File: src/rtl/keypad_code_alarm_lock_unit_defines.svh
// Assertion macros shared by the lock unit.
`ifndef KEYPAD_CODE_ALARM_LOCK_UNIT_DEFINES_SVH
`define KEYPAD_CODE_ALARM_LOCK_UNIT_DEFINES_SVH

// Check that a condition implies a consequence in the same cycle.
`define KCAL_ASSERT_SAME(label, clk, rst, ante, cons) \
   label: assert property (@(posedge clk) disable iff (rst) (ante) |-> (cons)) \
      else $error("lock unit check failed");

// Check that a condition implies a consequence in the next cycle.
`define KCAL_ASSERT_NEXT(label, clk, rst, ante, cons) \
   label: assert property (@(posedge clk) disable iff (rst) (ante) |=> (cons)) \
      else $error("lock unit check failed");

`endif

File: src/rtl/kcal_pkg.sv
package kcal_pkg;

   // Entry buffer geometry
   localparam int CODE_DIGITS = 6;
   localparam int COUNT_W     = $clog2(CODE_DIGITS + 1);

   // Key codes
   localparam logic [7:0] KEY_STAR = 8'd42;
   localparam logic [7:0] KEY_HASH = 8'd35;

   // Accepted code lengths
   localparam logic [COUNT_W-1:0] SHORT_CODE = COUNT_W'(4);
   localparam logic [COUNT_W-1:0] LONG_CODE  = COUNT_W'(6);
   localparam logic [COUNT_W-1:0] FULL_COUNT = COUNT_W'(CODE_DIGITS);

   localparam logic [7:0] COUNTDOWN_RESET = 8'd60;

   // Request kinds
   localparam logic KIND_KEY  = 1'b0;
   localparam logic KIND_TICK = 1'b1;

   // Event codes
   localparam logic [3:0] EV_NONE        = 4'd0;
   localparam logic [3:0] EV_STORED      = 4'd1;
   localparam logic [3:0] EV_OVERFLOW    = 4'd2;
   localparam logic [3:0] EV_USER_CLEAR  = 4'd3;
   localparam logic [3:0] EV_ARMED       = 4'd4;
   localparam logic [3:0] EV_DISARMED    = 4'd5;
   localparam logic [3:0] EV_WRONG       = 4'd6;
   localparam logic [3:0] EV_BAD_LENGTH  = 4'd7;
   localparam logic [3:0] EV_SIREN       = 4'd8;
   localparam logic [3:0] EV_COUNT_START = 4'd9;

   typedef logic [CODE_DIGITS-1:0][7:0] code_type;

   typedef struct packed {
      code_type           entry_chars;
      logic [COUNT_W-1:0] entry_count;
      code_type           secret_chars;
      logic [COUNT_W-1:0] secret_count;
      logic               armed;
      logic               siren;
      logic               counting;
      logic [7:0]         seconds_left;
   } lock_state_type;

   typedef struct packed {
      logic       kind;
      logic [7:0] key_char;
      logic       motion;
   } item_type;

   typedef struct packed {
      logic       armed;
      logic       siren;
      logic [7:0] countdown;
      logic [2:0] entry_length;
      logic [3:0] event_res;
   } result_type;

endpackage

File: src/rtl/kcal_step.sv
module kcal_step (
   input  kcal_pkg::lock_state_type state_cur,
   input  kcal_pkg::item_type       item,
   input  logic [7:0]               countdown_seconds,
   output kcal_pkg::lock_state_type state_nxt,
   output kcal_pkg::result_type     result
);

   logic       mismatch;
   logic       codes_match;
   logic       length_ok;
   logic [3:0] event_code;

   // Compare entry against stored code below the entry count
   always_comb begin
      mismatch = 1'b0;
      for (int i = 0; i < kcal_pkg::CODE_DIGITS; i++) begin
         if ((i < int'(state_cur.entry_count)) &&
             (state_cur.entry_chars[i] != state_cur.secret_chars[i])) begin
            mismatch = 1'b1;
         end
      end
   end

   assign codes_match = (state_cur.entry_count == state_cur.secret_count) && !mismatch;
   assign length_ok   = (state_cur.entry_count == kcal_pkg::SHORT_CODE) ||
                        (state_cur.entry_count == kcal_pkg::LONG_CODE);

   // Advance the lock state by one request
   always_comb begin
      state_nxt  = state_cur;
      event_code = kcal_pkg::EV_NONE;
      if (item.kind == kcal_pkg::KIND_KEY) begin
         if (item.key_char == kcal_pkg::KEY_STAR) begin
            state_nxt.entry_count = '0;
            event_code            = kcal_pkg::EV_USER_CLEAR;
         end else if (item.key_char == kcal_pkg::KEY_HASH) begin
            state_nxt.entry_count = '0;
            if (!length_ok) begin
               event_code = kcal_pkg::EV_BAD_LENGTH;
            end else if (!state_cur.armed) begin
               state_nxt.secret_chars = state_cur.entry_chars;
               state_nxt.secret_count = state_cur.entry_count;
               state_nxt.armed        = 1'b1;
               event_code             = kcal_pkg::EV_ARMED;
            end else if (codes_match) begin
               state_nxt.armed        = 1'b0;
               state_nxt.siren        = 1'b0;
               state_nxt.counting     = 1'b0;
               state_nxt.seconds_left = '0;
               event_code             = kcal_pkg::EV_DISARMED;
            end else begin
               event_code = kcal_pkg::EV_WRONG;
            end
         end else if (state_cur.entry_count < kcal_pkg::FULL_COUNT) begin
            for (int i = 0; i < kcal_pkg::CODE_DIGITS; i++) begin
               if (state_cur.entry_count == kcal_pkg::COUNT_W'(i)) begin
                  state_nxt.entry_chars[i] = item.key_char;
               end
            end
            state_nxt.entry_count = state_cur.entry_count + 1'b1;
            event_code            = kcal_pkg::EV_STORED;
         end else begin
            state_nxt.entry_count = '0;
            event_code            = kcal_pkg::EV_OVERFLOW;
         end
      end else begin
         if (state_cur.counting) begin
            if (state_cur.seconds_left != '0) begin
               state_nxt.seconds_left = state_cur.seconds_left - 1'b1;
            end else begin
               state_nxt.counting = 1'b0;
               if (item.motion) begin
                  state_nxt.siren = 1'b1;
                  event_code      = kcal_pkg::EV_SIREN;
               end
            end
         end else if (state_cur.armed && item.motion && !state_cur.siren) begin
            state_nxt.counting     = 1'b1;
            state_nxt.seconds_left = countdown_seconds;
            event_code             = kcal_pkg::EV_COUNT_START;
         end
      end
   end

   // Report the state after the request
   always_comb begin
      result.armed        = state_nxt.armed;
      result.siren        = state_nxt.siren;
      result.countdown    = state_nxt.counting ? state_nxt.seconds_left : 8'd0;
      result.entry_length = 3'(state_nxt.entry_count);
      result.event_res    = event_code;
   end

endmodule

File: src/rtl/keypad_code_alarm_lock_unit.sv
// Keypad alarm lock.
// Request channel (req_valid/req_stall): req_kind selects a key press (0) or a
// one-second tick (1); req_key_char carries the key on presses, req_motion the
// sensor level on ticks. Every request yields exactly one response on the
// rsp_valid/rsp_stall channel with armed, siren, countdown, entry length and
// an event code, showing the lock state after that request.
// csr_write_enable/csr_write_data load the countdown length in seconds; write
// it only while no request is in flight.
// A request accepted into the input register is loaded into the response
// register once that register is free, and rsp_valid rises with that load.
// Throughput is one request per cycle while rsp_stall is low, set by that
// single combinational step.
// Reset: lock disarmed, siren off, countdown stopped, entry empty, countdown
// length 60, both channels empty.
// When rsp_stall is high the response holds; the input register still takes
// one more request, and req_stall rises only once that register is also full.
`include "keypad_code_alarm_lock_unit_defines.svh"

module keypad_code_alarm_lock_unit (
   input  logic       clock,
   input  logic       reset,
   input  logic       req_valid,
   output logic       req_stall,
   input  logic       req_kind,
   input  logic [7:0] req_key_char,
   input  logic       req_motion,
   output logic       rsp_valid,
   input  logic       rsp_stall,
   output logic       rsp_armed,
   output logic       rsp_siren,
   output logic [7:0] rsp_countdown,
   output logic [2:0] rsp_entry_length,
   output logic [3:0] rsp_event_res,
   input  logic       csr_write_enable,
   input  logic [7:0] csr_write_data
);

   logic                     req_accept;
   logic                     advance;
   logic                     in_vld_ff;
   logic                     in_vld_in;
   kcal_pkg::item_type       item_ff;
   logic                     rsp_vld_ff;
   logic                     rsp_vld_in;
   kcal_pkg::result_type     rsp_ff;
   kcal_pkg::result_type     rsp_in;
   kcal_pkg::lock_state_type state_ff;
   kcal_pkg::lock_state_type state_in;
   logic [7:0]               countdown_seconds_ff;

   // Handshake: move the held request into the response register when free
   assign advance    = in_vld_ff && (!rsp_vld_ff || !rsp_stall);
   assign req_stall  = in_vld_ff && !advance;
   assign req_accept = req_valid && !req_stall;
   assign in_vld_in  = req_accept || (in_vld_ff && !advance);
   assign rsp_vld_in = advance || (rsp_vld_ff && rsp_stall);

   // Hold the countdown length
   always_ff @(posedge clock) begin
      if (reset) begin
         countdown_seconds_ff <= kcal_pkg::COUNTDOWN_RESET;
      end else if (csr_write_enable) begin
         countdown_seconds_ff <= csr_write_data;
      end
   end

   // Capture the request
   always_ff @(posedge clock) begin
      if (reset) begin
         in_vld_ff <= 1'b0;
      end else begin
         in_vld_ff <= in_vld_in;
      end
   end

   always_ff @(posedge clock) begin
      if (req_accept) begin
         item_ff.kind     <= req_kind;
         item_ff.key_char <= req_key_char;
         item_ff.motion   <= req_motion;
      end
   end

   kcal_step u_step (
      .state_cur         (state_ff),
      .item              (item_ff),
      .countdown_seconds (countdown_seconds_ff),
      .state_nxt         (state_in),
      .result            (rsp_in)
   );

   // Update lock state; code bytes need no reset
   always_ff @(posedge clock) begin
      if (reset) begin
         state_ff.entry_count  <= '0;
         state_ff.secret_count <= '0;
         state_ff.armed        <= 1'b0;
         state_ff.siren        <= 1'b0;
         state_ff.counting     <= 1'b0;
         state_ff.seconds_left <= '0;
      end else if (advance) begin
         state_ff <= state_in;
      end
   end

   // Load the response register
   always_ff @(posedge clock) begin
      if (reset) begin
         rsp_vld_ff <= 1'b0;
      end else begin
         rsp_vld_ff <= rsp_vld_in;
      end
   end

   always_ff @(posedge clock) begin
      if (advance) begin
         rsp_ff <= rsp_in;
      end
   end

   assign rsp_valid        = rsp_vld_ff;
   assign rsp_armed        = rsp_ff.armed;
   assign rsp_siren        = rsp_ff.siren;
   assign rsp_countdown    = rsp_ff.countdown;
   assign rsp_entry_length = rsp_ff.entry_length;
   assign rsp_event_res    = rsp_ff.event_res;

   // A running countdown and the siren only exist while armed
   `KCAL_ASSERT_SAME(a_countdown_armed, clock, reset,
      rsp_valid && (rsp_countdown != 8'd0), rsp_armed)
   `KCAL_ASSERT_SAME(a_siren_armed, clock, reset, rsp_valid && rsp_siren, rsp_armed)
   // A stored character leaves a nonempty entry
   `KCAL_ASSERT_SAME(a_stored_len, clock, reset,
      rsp_valid && (rsp_event_res == kcal_pkg::EV_STORED), rsp_entry_length != 3'd0)
   // Stall the request side only with a held request
   `KCAL_ASSERT_SAME(a_stall_held, clock, reset, req_stall, in_vld_ff && rsp_vld_ff)
   // A stalled response is followed by a valid response
   `KCAL_ASSERT_NEXT(a_rsp_kept, clock, reset, rsp_valid && rsp_stall, rsp_valid)

endmodule

File: config.mk
export PLATFORM = sky130hd
export DESIGN_NAME = keypad_code_alarm_lock_unit
export DESIGN_NICKNAME = d
export VERILOG_FILES = /design/src/rtl/kcal_pkg.sv /design/src/rtl/kcal_step.sv /design/src/rtl/keypad_code_alarm_lock_unit.sv
export VERILOG_INCLUDE_DIRS = /design/src /design/src/rtl
export SDC_FILE = /design/constraint.sdc
export NUM_CORES = 1
export LEC_CHECK = 0
export BUFFER_PORTS_ARGS = -buffer_cell sky130_fd_sc_hd__buf_2
export CELL_PAD_IN_SITES_DETAIL_PLACEMENT = 1
export CELL_PAD_IN_SITES_GLOBAL_PLACEMENT = 2
export CORE_MARGIN = 10
export CORE_UTILIZATION = 40
export DETAILED_ROUTE_END_ITERATION = 6
export PLACE_DENSITY_LB_ADDON = 0.1
export SYNTH_ARGS = -nofsm -noshare
export SYNTH_HDL_FRONTEND = slang
export SYNTH_HIERARCHICAL = 1
export SYNTH_SLANG_ARGS = --single-unit
export TNS_END_PERCENT = 100
File: constraint.sdc
create_clock -name clock -period 7.6 [get_ports clock]
set_input_delay 1.52 -clock clock [delete_from_list [all_inputs] [get_ports clock]]
set_output_delay 1.52 -clock clock [all_outputs]
set_load 0.05 [all_outputs]
==> results.sh <==
export IMPL_status="complete, no violations"
export IMPL_clk_path_buf_depth=2
export IMPL_dp_hpwl_um=10970
export IMPL_dpl_cell_count=812
export IMPL_layout_setup_ws_ps=3685
export IMPL_cts_resized=0
export IMPL_drive_above_1_share=0.1759
export IMPL_finalSetupTns_ps=0
export IMPL_start_util=0.4107
export IMPL_rsz0062_at_grt="false"
export IMPL_die_w_um=156.3
export IMPL_cts_made_buffers=17
export IMPL_critPathMaxStageDelay_ps=920
export IMPL_syn_area_per_cell_um2=13.08
export IMPL_multi_input_area_mm2=0.003009
export IMPL_clock_root_buffer="clkbuf_16"
export IMPL_ys_ff_latch=150
export IMPL_grt_max_degree=61
export IMPL_ys_seq_area_frac=0.5700
export IMPL_post_cts_buffers=0
export IMPL_cts_hold_buf=0
export IMPL_drt_iter0_drc=248
export IMPL_track_usage=0.1388
export IMPL_finalClockSkew_ps=9.671
export IMPL_via_per_inst=5.326
export IMPL_place_congestion=0.7453
export IMPL_required_ps=7650
export IMPL_firstDrtPassIters=4
export IMPL_crit_path_max_fanout=60
export IMPL_die_area_mm2=0.02442
export IMPL_synth_nets=596
export IMPL_min_period_ps=3915
export IMPL_maxSlewHeadroom=0.1826
export IMPL_cts_tree="done"
export IMPL_areaGrowthSynthToFinish_pct=12.94
export IMPL_hold_viol_final=0
export IMPL_clk_latency_ps=420
export IMPL_portBuffers=41
export IMPL_async_flop_share=0
export IMPL_crit_chain="buf_2 > a21boi_4 > buf_4 > nor2b_4 > buf_4"
export IMPL_overflow=0
export IMPL_critPathSlowestCell="nor2b_4"
export IMPL_fillers=1854
export IMPL_maxCapViolCount=0
export IMPL_fin_cells=844
export IMPL_cp_start_kind="primary input"
export IMPL_final_antenna_net_count=0
export IMPL_antenna_found_initial=0
export IMPL_vias=4495
export IMPL_hp_class="reg2reg"
export IMPL_die_h_um=156.3
export IMPL_worst_slew_pin_slew_ps=1213
export IMPL_ios=42
export IMPL_postSynthCellCount=568
export IMPL_peakVddDrop_mv=0.2005
export IMPL_grt_pass1_wl_um=26220
export IMPL_worst_setup_path_type="in2reg"
export IMPL_grt_pass1_vias=4644
export IMPL_h_tree_depth=4
export IMPL_crit_arrival_ps=3970
export IMPL_clk_pin_slew_ps=60
export IMPL_powerDensity_mw_per_mm2=227.4
export IMPL_ys_warn_count=6
export IMPL_p_leak_nw=2.906
export IMPL_num_rows=49
export IMPL_crit_top_cell="buf_4"
export IMPL_drc_errors=0
export IMPL_syn_area_mm2=0.007428
export IMPL_synth_edff_count=123
export IMPL_ys_types=51
export IMPL_fin_crit_sh=0.5152
export IMPL_final_common_cell="edfxtp_1"
export IMPL_dp_slack_ps=3181
export IMPL_synth_ff_type="edfxtp_1"
export IMPL_routed_wl_um=16500
export IMPL_wire_per_inst_um=19.55
export IMPL_final_nets=630
export IMPL_end_kind="flip-flop"
export IMPL_max_freq_mhz=255.4
export IMPL_core_area_mm2=0.01809
export IMPL_setup_viol=0
export IMPL_regArea_mm2=0.004234
export IMPL_most_common_layout_cells="123 x edfxtp_1, 60 x mux2_1, 41 x buf_2"
export IMPL_drv_slew=0
export IMPL_cts_sinks=150
## logic make-up (layout without fill, tap and decap cells)
family          after synthesis  after routing  synth area share
mux                         117            117            0.1728
simple gates                141            141            0.1061
other cells                   0              1                 0
buf+inv                      39             85           0.02796
xor+xnor                     52             52           0.06131
fa+ha+maj                     5              5          0.008422
compound gates               64             64           0.05340
flops                       150            150            0.5700
## flip-flops by register name (all words and copies together) (netlist names)
| name | cells |
|---|---|
| rsp_countdown | 8 |
| item_ff | 10 |
| countdown_seconds_ff | 8 |
| rsp_valid | 1 |
| rsp_armed | 1 |
| in_vld_ff | 1 |
| rsp_event_res | 4 |
| rsp_siren | 1 |
| rsp_entry_length | 3 |
| state_ff | 113 |
## worst paths after layout
check | start | to | slack, ps | cells after the start
hold / removal | state_ff[9] | state_ff[9] | 490 | 2
setup / recovery | rsp_stall | state_ff[106] | 3680 | 5
hold reg to reg | state_ff[9] | state_ff[9] | 490 | 2
setup reg to reg | item_ff[7] | state_ff[9] | 4280 | 8
## cells in the mapped netlist, drive strengths merged, types with 13 or more instances
library cell  count  area, um^2
buf              17       125.1
dfxtp            27       540.5
edfxtp          123        3694
mux2             90        1013
mux2i            27       270.3
nand2            19       71.32
nand2b           39       244.0
nor2             30       112.6
nor3             13       76.33
o21ai            27       135.1
xnor2            38       332.8
xor2             14       122.6
## area by class of cell
type,instances,share of cell area
timing repair buffer,43,0.02625
tap,229,0.03415
sequential,150,0.5047
antenna,1,0.0002983
multi-input combinational,379,0.3587
clock buffer,21,0.05250
inverter,11,0.004922
clock inverter,10,0.01849
## power by group
| group | total [mW] | internal [mW] | switching [mW] |
|---|---|---|---|
| Clock | 0.867 | 0.545 | 0.323 |
| Sequential | 0.942 | 0.915 | 0.0264 |
| Combinational | 0.0985 | 0.0386 | 0.0599 |
| Total | 1.91 | 1.50 | 0.409 |
## worst max-delay path, delay by kind of cell
| kind | cells | cell delay [ps] |
|---|---|---|
| buffers and inverters | 3 | 1350 |
| AOI/OAI and AO/OA | 1 | 110 |
| and+or+nand+nor | 1 | 920 |
## metal layers
layer	global-route usage	share of wire	vias up
li1	-	-	2170
met5	0	0	-
met1	0.1927	0.51	2246
met3	0.03618	0.036	13
met4	0.04539	0.011	0
met2	0.2064	0.45	66
## through the flow
step	util	power, mW	instance area (um^2)	hold slack, ps
6_report	0.4639	1.908	8389	491.5
5_1_grt	0.4637	1.982	8387	525.0
4_1_cts	0.4637	1.938	8387	496.5
3_5_place_dp	0.4308	1.059	7791	488.3
3_3_place_gp	0.4308	1.055	7791	475.6
2_1_floorplan	-	1.025	7428	451.0
Power figures use the tool's default switching activity.
